==> src/design/rce_ram.sv <==
// Generic simple dual-port RAM: one write port, one registered read port.
// Write-first on a same-address collision. Depends on nothing.
module rce_ram #(
    parameter int DEPTH = 64,
    parameter int WIDTH = 64
) (
    input  logic                     clk,
    input  logic                     we,
    input  logic [$clog2(DEPTH)-1:0] waddr,
    input  logic [WIDTH-1:0]         wdata,
    input  logic [$clog2(DEPTH)-1:0] raddr,
    output logic [WIDTH-1:0]         rdata
);

    logic [WIDTH-1:0] mem [DEPTH];
    logic [WIDTH-1:0] rdata_reg;

    // write port
    always_ff @(posedge clk)
    begin
        if (we)
            mem[waddr] <= wdata;
    end

    // read port, forwarding a write to the same entry
    always_ff @(posedge clk)
    begin
        if (we && (waddr == raddr))
            rdata_reg <= wdata;
        else
            rdata_reg <= mem[raddr];
    end

    assign rdata = rdata_reg;

endmodule

==> config.mk <==
export PLATFORM = sky130hd
export DESIGN_NAME = rce_ram
export DESIGN_NICKNAME = d
export VERILOG_FILES = /design/src/design/rce_ram.sv
export SDC_FILE = /design/constraint.sdc
export NUM_CORES = 2
export LEC_CHECK = 0
export BUFFER_PORTS_ARGS = -buffer_cell sky130_fd_sc_hd__buf_4
export CORE_MARGIN = 1.5
export CORE_UTILIZATION = 30
export CTS_CLUSTER_DIAMETER = 50
export DETAILED_ROUTE_END_ITERATION = 6
export GPL_TIMING_DRIVEN = 0
export PLACE_DENSITY = 0.52
export SYNTH_ARGS = -nofsm -noshare
export SYNTH_HDL_FRONTEND = slang
export SYNTH_SLANG_ARGS = --single-unit
==> constraint.sdc <==
create_clock -name clk -period 8.8 [get_ports clk]
set_input_delay 0.88 -clock clk [delete_from_list [all_inputs] [get_ports clk]]
set_output_delay 0.88 -clock clk [all_outputs]
set_load 0.02 [all_outputs]
==> results.py <==
metrics = {
    "status": {
        "status": "complete, no violations",
    },
    "timing": {
        "fin_crit_sh_pct": 82.6,
        "setup_tns_ps": 0,
        "rsz0062_at_grt": "false",
        "setup_viol": 0,
        "max_slew.worst_pin.slew_ps": 1470,
        "max-slew-margin-rel_pct": 1.70,
        "period_needed_ps": 7270,
        "final_hold_viol_count": 0,
        "fin_ws_ps": 1530,
        "slew_viol_final": 0,
        "fmax_ghz": 0.138,
    },
    "clock_network": {
        "cts_buffers": 427,
        "clockBufferDepth": 4,
        "clk_pin_slew_worst_paths_ps": 60,
        "postCtsSetupBuffers": 0,
        "cts.sinks": 4102,
        "cts_tree": "done",
        "cts_root_buffer": "clkbuf_16",
        "htree_num_levels": 5,
    },
    "placement": {
        "place.gp.congestion": 0.816,
        "io_buffers": 137,
        "pre_cts_ws_ps": 2620,
        "detailed_place_hpwl_um": 311000,
        "place_area_um2": 170000,
    },
    "layout": {
        "final_layout_size_suffix_gt1_share_pct": 30.3,
        "fill_cells": 47100,
        "layout_top_registers": "mem (4096)",
        "regMostFlops": "mem",
        "largest_register_ffs": 4096,
        "seq_area_um2": 123000,
        "area_growth_pct": 18.3,
        "fin_area_um2": 184000,
        "final_common_cell": "edfxtp_1",
        "layout.nets": 7399,
        "final_cell_mix": "edfxtp_1 (4096), mux4_2 (1024), clkbuf_16 (430)",
        "multiInputGateArea_um2": 30700,
    },
    "detailed_routing": {
        "vias_per_cell": 5.12,
        "routedWlPerCell_um": 31.4,
        "ant_nets": 0,
        "drtIter0Drc": 9470,
        "vias": 74700,
        "drc_errors": 0,
        "wl_um": 458000,
        "firstDrtPassIters": 6,
    },
    "yosys": {
        "yosysSeqAreaShare_pct": 79.3,
        "yosysWarnings": 0,
        "synth_xor_area_share_pct": 0,
        "synth.cell_area_um2": 155000,
        "synth_compound_area_share_pct": 2.50,
        "synth_fa_ha_area_share_pct": 0,
        "syn_avg_cell_area_um2": 23.7,
        "synthCells": 6540,
        "synth.area.mux_share_pct": 15.7,
        "synth_nets": 6618,
        "synth_simple_gate_area_share_pct": 1.25,
        "ys_seq_elements": 4102,
        "synth_top_family_by_area": "multiplexers",
        "ys_types": 33,
    },
    "power_and_ir_drop": {
        "total_leakage_power_nw": 56.3,
        "power_density_nw_per_um2": 228,
        "ir_drop_mv": 0.169,
    },
    "worst_setup_path": {
        "worstSetupEndpointType": "output port",
        "arrival_ps": 6390,
        "path_class": "reg -> out",
        "crit_slowest_cell": "a211oi_1",
        "cp-start-kind": "register",
        "cpPeakStageDelay_ps": 1160,
        "critical_path_required_ps": 7920,
        "crit_chain": "buf_2 > buf_4 > buf_2 > buf_2 > buf_4 > mux2i_1 > o22ai_1 > a31oi_1 > a211oi_1 > buf_4",
        "crit_fanout": 10,
    },
    "global_route": {
        "grt_max_degree": 65,
        "gr-total-overflow": 0,
        "grt_pass1_vias": 76300,
        "track_usage_pct": 17.2,
        "grt_pass1_wl_um": 628000,
        "grt_antenna_before_repair": 66,
    },
    "min_path": {
        "hp-start": "raddr[3]",
        "hp-class": "in -> reg",
        "hold_depth": 1,
    },
    "die": {
        "coreArea_um2": 514000,
        "rows": 263,
        "dieArea_um2": 522000,
        "die_w_um": 722,
        "io_pins": 142,
        "initial_core_util_pct": 30.2,
        "dieHeight_um": 722,
    },
    "job": {
        "cap_viol_max_count": 0,
    },
}
[worst max-delay path by stage]
stage	slack (ps)	to	startpoint
after global routing	1530	rdata[7]	register
after floorplan	2480	mem[48][0]	waddr[3]
after global placement	-4620	mem[48][36]	waddr[3]
after CTS	1490	rdata[6]	register
after detailed placement	2620	rdata[6]	register
final	1530	rdata[7]	register
[cell families after synthesis]
logic type             count (synthesis)
AO/OA/AOI/OAI                        504
buffers and inverters                389
flip-flops                          4102
multiplexers                        1159
AND/OR/NAND/NOR                      386
[repair_timing]
item / CTS / global route
resized for setup: 0 / 0
hold endpoints to repair: 5 / 0
hold buffers: 5 / 0
setup endpoints to repair: 0 / 0
[Yosys cell counts]
master / number / share of area (%)
nand2b_1: 11 / 0.044
mux4_2: 1024 / 15
buf_1: 20 / 0.048
a211oi_1: 63 / 0.30
buf_6: 6 / 0.044
or3b_2: 1 / 0.0056
inv_1: 19 / 0.046
or2_2: 28 / 0.11
nand2_1: 58 / 0.14
nand3_1: 45 / 0.15
a2bb2oi_1: 19 / 0.11
buf_2: 170 / 0.55
a41oi_1: 26 / 0.15
o221ai_1: 38 / 0.21
nor2b_1: 28 / 0.11
nand3b_1: 2 / 0.0097
buf_4: 34 / 0.16
dfxtp_1: 6 / 0.077
nor2_1: 112 / 0.27
nand4b_1: 1 / 0.0056
and3_1: 64 / 0.26
o22ai_1: 83 / 0.33
nand4_1: 2 / 0.0081
a22oi_1: 168 / 0.81
clkbuf_1: 140 / 0.34
a31oi_1: 18 / 0.073
nor3_1: 2 / 0.0065
and2_1: 3 / 0.012
a22o_1: 88 / 0.50
edfxtp_1: 4096 / 79
mux2i_1: 135 / 0.87
a31o_1: 1 / 0.0056
or3_1: 29 / 0.12
[per-layer routing]
layer	vias up	track usage, %	wire length (um)
li1	30000	-	-
met1	41000	22.9	183000
met2	3087	28.9	227000
met3	634	2.80	33100
met4	26	5.60	15300
met5	-	0	156
[per-stage QoR]
step / total power, W / util (%) / cells / hold slack, ps
finish: 0.0419 / 35.7 / 14600 / 120
global route: 0.0431 / 35.7 / 14600 / 87.2
global placement: 0.0243 / 32.1 / 13600 / 986
detailed placement: 0.0244 / 33.0 / 13800 / 986
CTS: 0.0423 / 35.7 / 14600 / 37.7
floorplan: 0.0232 / - / 6540 / 908
[cell type report]
| cell class | count | area share (%) |
|---|---|---|
| diodes | 32 | 0.0436 |
| plain buffers | 370 | 0.971 |
| clock buffers | 500 | 6.01 |
| clock inverters | 288 | 1.57 |
| inverters | 19 | 0.0388 |
| multi-input cells | 2049 | 16.7 |
| flip-flops and latches | 4102 | 67.1 |
| well taps | 6890 | 4.69 |
| repair buffers | 352 | 2.88 |
[worst max-delay path, delay by kind of cell (launching register included)]
| kind | cells | cell delay [ps] |
|---|---|---|
| buffers and inverters | 6 | 2560 |
| AO/OA/AOI/OAI | 3 | 2180 |
| flip-flops | 1 | 490 |
| multiplexers | 1 | 110 |
[power breakdown]
part | switching, W | total [W] | leakage [nW] | internal, W
logic | 0.00155 | 0.00230 | 12.7 | 0.000745
clock network | 0.00775 | 0.0180 | 6.75 | 0.0102
registers | 0.0000300 | 0.0217 | 36.9 | 0.0216
(Power assumes the default switching activity.)
